[config.mk]
export PLATFORM = sky130hd
export DESIGN_NAME = bw_queue
export DESIGN_NICKNAME = d
export VERILOG_FILES = /design/src/hdl/bw_pkg.sv /design/src/hdl/bw_queue.sv
export VERILOG_INCLUDE_DIRS = /design/src /design/src/hdl
export SDC_FILE = /design/constraint.sdc
export NUM_CORES = 1
export LEC_CHECK = 0
export ABC_AREA = 1
export BUFFER_PORTS_ARGS = -buffer_cell sky130_fd_sc_hd__clkbuf_2
export CAP_MARGIN = 15
export CORE_MARGIN = 2
export CORE_UTILIZATION = 45
export CTS_CLUSTER_DIAMETER = 100
export DETAILED_ROUTE_END_ITERATION = 10
export HOLD_SLACK_MARGIN = 0.02
export PLACE_DENSITY = 0.73
export SLEW_MARGIN = 10
export SYNTH_ARGS = -nofsm -noshare
export SYNTH_HDL_FRONTEND = slang
export SYNTH_SLANG_ARGS = --single-unit
[constraint.sdc]
create_clock -name clk -period 10.35 [get_ports clk]
set_input_delay 0.5175 -clock clk [delete_from_list [all_inputs] [get_ports clk]]
set_output_delay 0.5175 -clock clk [all_outputs]
set_load 0.01 [all_outputs]
[src/hdl/barycentric_weights_3d_assert.svh]
// Assertion macros shared by the block's modules.
// Each macro expects signals named clk and rst_n in the enclosing module.
`ifndef BARYCENTRIC_WEIGHTS_3D_ASSERT_SVH
`define BARYCENTRIC_WEIGHTS_3D_ASSERT_SVH

// The condition must never be true while out of reset.
`define BW_ASSERT_NEVER(lbl, cond) \
  lbl: assert property (@(posedge clk) disable iff (!rst_n) !(cond)) \
    else $error("bw: forbidden condition seen");

// Whenever the antecedent holds, the consequent must hold in the same cycle.
`define BW_ASSERT_IMPLY(lbl, ante, cons) \
  lbl: assert property (@(posedge clk) disable iff (!rst_n) (ante) |-> (cons)) \
    else $error("bw: implication violated");

`endif

[src/hdl/bw_pkg.sv]
package bw_pkg;

  // Twelve coordinates per item: point, then vertices a, b and c, x first.
  localparam int NUM_COORDS  = 12;
  localparam int NUM_WEIGHTS = 3;

  // Depth of the queue between the front and back parts.
  localparam int QUEUE_DEPTH = 2;

  // Queue status seen by both sides.
  typedef struct packed {
    logic full;
    logic empty;
  } bw_qstat_t;

  // Width of one exact product of two dot products for a given coordinate
  // width: edges gain one bit, a product doubles, a three-term sum gains two.
  function automatic int bw_wide_width(input int coord_width);
    return 2 * (2 * (coord_width + 1) + 2);
  endfunction

endpackage

[src/hdl/bw_queue.sv]
`include "barycentric_weights_3d_assert.svh"

module bw_queue
  import bw_pkg::*;
#(
  parameter int WIDTH = 217
) (
  input  logic             clk,
  input  logic             rst_n,
  input  logic             push,
  input  logic [WIDTH-1:0] wr_data,
  input  logic             pop,
  output logic [WIDTH-1:0] rd_data,
  output bw_qstat_t        stat
);

  localparam int PB = (QUEUE_DEPTH > 1) ? $clog2(QUEUE_DEPTH) : 1;
  localparam int CB = $clog2(QUEUE_DEPTH + 1);

  logic [WIDTH-1:0] mem_r [QUEUE_DEPTH];
  logic [PB-1:0]    wr_ptr_r, rd_ptr_r;
  logic [CB-1:0]    cnt_r, cnt_nxt;

  assign stat.full  = (cnt_r == CB'(QUEUE_DEPTH));
  assign stat.empty = (cnt_r == '0);
  assign rd_data    = mem_r[rd_ptr_r];

  always_comb begin
    unique case ({push, pop})
      2'b10:   cnt_nxt = cnt_r + CB'(1);
      2'b01:   cnt_nxt = cnt_r - CB'(1);
      default: cnt_nxt = cnt_r;
    endcase
  end

  always_ff @(posedge clk) begin
    if (!rst_n) begin
      wr_ptr_r <= '0;
      rd_ptr_r <= '0;
      cnt_r    <= '0;
    end else begin
      cnt_r <= cnt_nxt;
      if (push) begin
        wr_ptr_r <= (wr_ptr_r == PB'(QUEUE_DEPTH - 1)) ? '0 : wr_ptr_r + PB'(1);
      end
      if (pop) begin
        rd_ptr_r <= (rd_ptr_r == PB'(QUEUE_DEPTH - 1)) ? '0 : rd_ptr_r + PB'(1);
      end
    end
  end

  always_ff @(posedge clk) begin
    if (push) begin
      mem_r[wr_ptr_r] <= wr_data;
    end
  end

  `BW_ASSERT_NEVER(a_no_overflow, push && stat.full && !pop)
  `BW_ASSERT_NEVER(a_no_underflow, pop && stat.empty)
  `BW_ASSERT_NEVER(a_count_bound, cnt_r > CB'(QUEUE_DEPTH))

endmodule

==> results of run 1 <==
## stage by stage
stage          utilization (%)  hold WS [ns]
6_report                  57.2         0.146
5_1_grt                   57.1         0.108
4_1_cts                   57.1         0.104
3_5_place_dp              53.3         0.485
3_3_place_gp              53.3         0.478
2_1_floorplan                -         0.463
## sequential cells by signal, summed over array words and instances, names as in the netlist, named ones only
register,cells
cnt_r,2
mem_r,434
rd_ptr_r,1
wr_ptr_r,1
## cell type report
cell class	count	area, um^2	area share, %
flip-flops and latches	439	13100	64.3
multi-input cells	241	3040	14.9
repair buffers	447	2260	11.0
clock buffers	61	1200	5.85
well taps	461	577	2.82
clock inverters	20	186	0.912
inverters	6	30.0	0.147
diodes	2	5.00	0.0245
## logic make-up (layout without fill, tap and decap cells)
logic type,after synthesis,count (layout),share of synthesized area [%]
flip-flops,439,439,80.0
buffers and inverters,30,534,1.48
AO/OA/AOI/OAI,2,2,0.0609
multiplexers,217,217,17.9
AND/OR/NAND/NOR,21,21,0.496
adder cells (fa/ha/maj),1,1,0.0762
other,0,2,0
## synth_stat cells (all sizes together)
cell	number	area share, %
edfxtp	434	79
mux2	217	18
buf	24	1.3
nor2	12	0.27
nand2	8	0.18
inv	6	0.14
dfxtp	5	0.61
a21oi	1	0.030
ha	1	0.076
nand4	1	0.038
o21ai	1	0.030
## power breakdown
| part | internal (W) | total, W | leakage [nW] | switching (W) |
|---|---|---|---|---|
| combinational | 0.000186 | 0.000385 | 3.26 | 0.000199 |
| clock | 0.000887 | 0.00152 | 0.672 | 0.000637 |
| sequential | 0.00206 | 0.00209 | 4.12 | 0.0000271 |
| total | 0.00313 | 0.00400 | 8.05 | 0.000863 |
## routing by layer
metal,vias up,global-route usage (%)
li1,3765,-
met1,4012,19.9
met2,364,29.7
met3,60,6.14
met4,2,5.46
met5,-,0
## worst register-to-register path: cells and delay by family, from the launching register on
kind / cells / cell delay, ns
AND/OR/NAND/NOR: 1 / 0.58
flip-flops: 1 / 0.34
buffers and inverters: 2 / 1.57
## how the worst min path moves through the flow
stage / depth (start not counted) / slack (ns) / end
global placement: 2 / 0.48 / rd_ptr_r
finish: 1 / 0.15 / mem_r[1][216]
CTS: 1 / 0.10 / mem_r[1][49]
detailed placement: 2 / 0.48 / flip-flop
floorplan: 2 / 0.46 / flip-flop
global route: 1 / 0.11 / mem_r[1][216]
==> reports/metrics.yaml, run 1 <==
clock_network:
  numCtsBuffers: 44
  cts_tree: "yes"
  post_cts_buffers: 0
  clk_latency_ns: 0.55
  root_buffer: "clkbuf_16"
  clockBufferDepth: 3
  post_cts_resized: 0
  cts.htree.levels: 2
  clock_sinks: 439
  clk_pin_slew_ns: 0.06
  hold_buffers: 0
worst_setup_path:
  cp_common_cell: "buf_4"
  rrSetupSlack_ns: 7.42
  critPathTopFamily: "buffers and inverters"
  rr_endpoint: "mem_r[0][215]"
  worst-path-stages: 4
  slowest_stage: "buf_4"
  critPathMaxStageDelay_ns: 0.90
  cp-endpoint: "rd_data[124]"
  r2r-start: "wr_ptr_r"
  crit_required_ns: 9.83
  crit_arrival_ns: 3.66
  critical_path_class: "flip-flop to primary output"
  worstRegToRegCells: 3
  worstPathMaxFanout: 67
  critPathCaptureType: "primary output"
  critPathLaunchType: "flip-flop"
  cp.buffers_inverters: 3
  crit_chain: "buf_4, buf_4, mux2_4, clkbuf_2"
route:
  vias: 8203
  firstDrtPassIters: 5
  routed-wl-met3_um: 3020
  wl_per_cell_um: 19.9
  wl_met2_um: 16900
  dr.max_layer_used: "met5"
  totalWireLength_um: 33400
  ant_nets: 0
  drtIter0Drc: 360
  wl_met1_um: 12700
  remaining_drc_errors: 0
  via_per_inst: 4.89
global_routing:
  grt_max_degree: 79
  grtUsageTotal_pct: 17.2
  grt_pass1_wl_um: 49400
  overflow: 0
  grt_pass1_vias: 8507
  antenna_found_initial: 2
sta:
  slew-limit-headroom_pct: 26.1
  worst_clock_skew_ns: 0.00943
  rsz0062_at_grt: "false"
  timing.final.crit_share_pct: 40.4
  post-route-min-period_ns: 4.18
  finalSetupViolations: 0
  finalHoldViolCount: 0
  worstMarginPinSlew_ns: 1.11
  maxSlewViolCount: 0
  finalSetupTns_ns: 0
  setup_slack_ns: 6.17
  timing.fmax_mhz: 239
layout:
  stdcell_count: 1677
  final_cell_mix: "clkbuf_2 (439), edfxtp_1 (434), mux2_4 (130), mux2_2 (87), clkbuf_16 (45)"
  final_nets: 1401
  drive_gt1_share_pct: 59.8
  synthToLayoutAreaGrowth_pct: 24.5
  final_common_cell: "clkbuf_2"
  nFillCells: 2702
  final_area_mm2: 0.0204
yosys:
  synth_seq_cells: 439
  synth_nets: 932
  synthCells: 710
  netlist-cell-type-count: 13
  ys.warnings.count: 0
  syn_avg_cell_area_um2: 23.1
  synth.yosys.seq_area_share_pct: 80.0
  syn-cell-area_mm2: 0.0164
power:
  total_power_w: 0.00400
  p_leak_nw: 8.05
  p_per_area_mw_per_mm2: 196
  peakVddDrop_mv: 0.159
die:
  start_util_pct: 45.9
  die_h_um: 195
  core_area_mm2: 0.0357
  dieArea_mm2: 0.0380
  fp-row-count: 69
  die_w_um: 195
  io_pins: 440
status:
  status: "complete, no violations"
worst_hold_path:
  worstHoldStart: "wr_data[216]"
  min_path_type: "input pin to flip-flop"
place:
  post-place-cells: 1594
  place_congestion: 0.761
  hpwlAfterDp_um: 22700
  dp_slack_ns: 6.75
  port_buffers: 439
  placed_cell_area_mm2: 0.0190
flow_run:
  drv_cap: 0
Power figures use the tool's default switching activity.
==> run 2, diff against run 1 <==
PLACE_DENSITY = 0.7   (was 0.73)
clock period = 4 ns   (was 10.35 ns; I/O delays follow)
==> run 2 against run 1 <==
Against the previous run: design area rose by 12%; clock skew up 0.0033 ns; worst setup slack got worse by 4.9 ns; sequential power increased to 2.6 times the previous value; core utilization increased by 6.8 points; combinational power rose to 3.1 times the previous value; power increased to 2.7 times the previous value; global-route usage rose by 1.6 points; final cell count up 13%; sequential share of layout area down 6.9 points; via count grew 12%; die area did not move; critical endpoint is now rd_data[207].
==> reports/metrics.yaml, run 2 (same netlist as run 1, synthesis figures left out) <==
status:
  status: "complete, no violations"
sta:
  fin_hold_ws_ns: 0.177
  post-route-min-period_ns: 2.77
  rsz0062_at_grt: "false"
  timing.fmax_mhz: 362
  slew-limit-headroom_pct: 39.2
  worstMarginPinSlew_ns: 0.912
  finalSetupTns_ns: 0
  finalSetupViolations: 0
  finalHoldViolCount: 0
  maxSlewViolCount: 0
  setup_slack_ns: 1.23
  worst_clock_skew_ns: 0.0127
  timing.final.crit_share_pct: 69.1
layout:
  n_antenna_cell: 0
  top_register: "mem_r"
  synthToLayoutAreaGrowth_pct: 39.4
  drive_gt1_share_pct: 51.2
  final_common_cell: "clkbuf_2"
  reg.largest.list: "mem_r (434), cnt_r (2)"
  largest_register_ffs: 434
  final_cell_mix: "clkbuf_2 (439), edfxtp_1 (434), dlygate4sd3_1 (221), mux2_4 (130), mux2_2 (87)"
  final_nets: 1629
  stdcell_count: 1903
power:
  p_int_w: 0.00851
  comb_power_share_pct: 11.1
  peakVddDrop_mv: 0.406
  total_power_w: 0.0108
  power.share.clock_pct: 38.8
  swShare_pct: 21.3
  power_frac_seq_pct: 50.1
  p_per_area_mw_per_mm2: 473
  p_switching_w: 0.00230
  p_leak_nw: 9.07
route:
  ant_nets: 0
  remaining_drc_errors: 0
  drtIter0Drc: 385
  vias: 9183
  via_per_inst: 4.83
  firstDrtPassIters: 5
  totalWireLength_um: 36000
  wl_per_cell_um: 18.9
worst_hold_path:
  min_path_type: "input pin to flip-flop"
  worstHoldStart: "push"
die:
  fp-row-count: 69
  io_pins: 440
  die_w_um: 195
  core_area_mm2: 0.0357
  dieArea_mm2: 0.0380
  start_util_pct: 45.9
  die_h_um: 195
worst_setup_path:
  critPathLaunchType: "flip-flop"
  critical_path_class: "flip-flop to primary output"
  crit_required_ns: 3.80
  worstPathMaxFanout: 59
  crit_arrival_ns: 2.57
  r2r-start: "wr_ptr_r"
  critPathCaptureType: "primary output"
global_routing:
  grt_pass1_wl_um: 54500
  antenna_found_initial: 0
  overflow: 0
  grtUsageTotal_pct: 18.8
  grt_max_degree: 127
  grt_pass1_vias: 9959
place:
  place_congestion: 0.758
  port_buffers: 439
  hpwlAfterDp_um: 22400
  post-place-cells: 1600
  dp_slack_ns: 1.81
clock_network:
  cts.htree.levels: 2
  clock_sinks: 439
  post_cts_buffers: 0
  clk_pin_slew_ns: 0.06
  clk_latency_ns: 0.56
  numCtsBuffers: 45
  post_cts_resized: 0
  clockBufferDepth: 3
  hold_buffers: 221
  root_buffer: "clkbuf_16"
  cts_tree: "yes"
flow_run:
  drv_cap: 0
[run 2: cell count changes in the layout (fill, tap and decap cells not counted), moves of 2 or more]
cell	before	now
dlygate4sd3_1	0	221
buf_12	0	6
clkbuf_1	15	11
bufinv_16	3	6
clkbuf_16	45	47
diode_2	2	0
[run 2: cell type report]
cell class	count	area (um^2)
flip-flops and latches	439	13100
fillers	2437	12900
repair buffers	674	4590
multi-input cells	241	3050
clock buffers	58	1220
well taps	461	577
clock inverters	24	277
inverters	6	26.3
[run 2: path summary, 6_finish.rpt]
check	end	slack (ns)	cells past startpoint
min reg2reg	rd_ptr_r	0.53	2
min	cnt_r[0]	0.18	4
max reg2reg	mem_r[1][80]	1.99	3
max	rd_data[207]	1.23	3
[run 2: per-stage QoR]
| step | area, um^2 | util (%) |
|---|---|---|
| floorplan | 16400 | - |
| global placement | 19200 | 53.6 |
| detailed placement | 19200 | 53.6 |
| CTS | 22900 | 64.0 |
| global route | 22900 | 64.0 |
| finish | 22900 | 64.0 |
[run 2: worst max-delay path, cell delays in order (launching register included)]
cell	delay, ns
dfxtp_4	0.94
buf_12	0.41
mux2_2	0.40
clkbuf_2	0.14
[run 2: power by group through the flow]
stage / Clock, W / Combinational, W / Sequential [W]
2_1_floorplan: 0 / 0.000598 / 0.00549
3_3_place_gp: 0 / 0.00101 / 0.00549
3_5_place_dp: 0 / 0.00102 / 0.00551
4_1_cts: 0.00430 / 0.00121 / 0.00541
5_1_grt: 0.00449 / 0.00128 / 0.00543
6_report: 0.00420 / 0.00120 / 0.00541
[run 2: metal layers]
metal	vias to the layer above	track usage, %	part of all wire, %
li1	4222	-	-
met1	4491	21.3	38
met2	395	32.8	51
met3	75	6.21	7.7
met4	0	7.61	3.5
met5	-	0	0
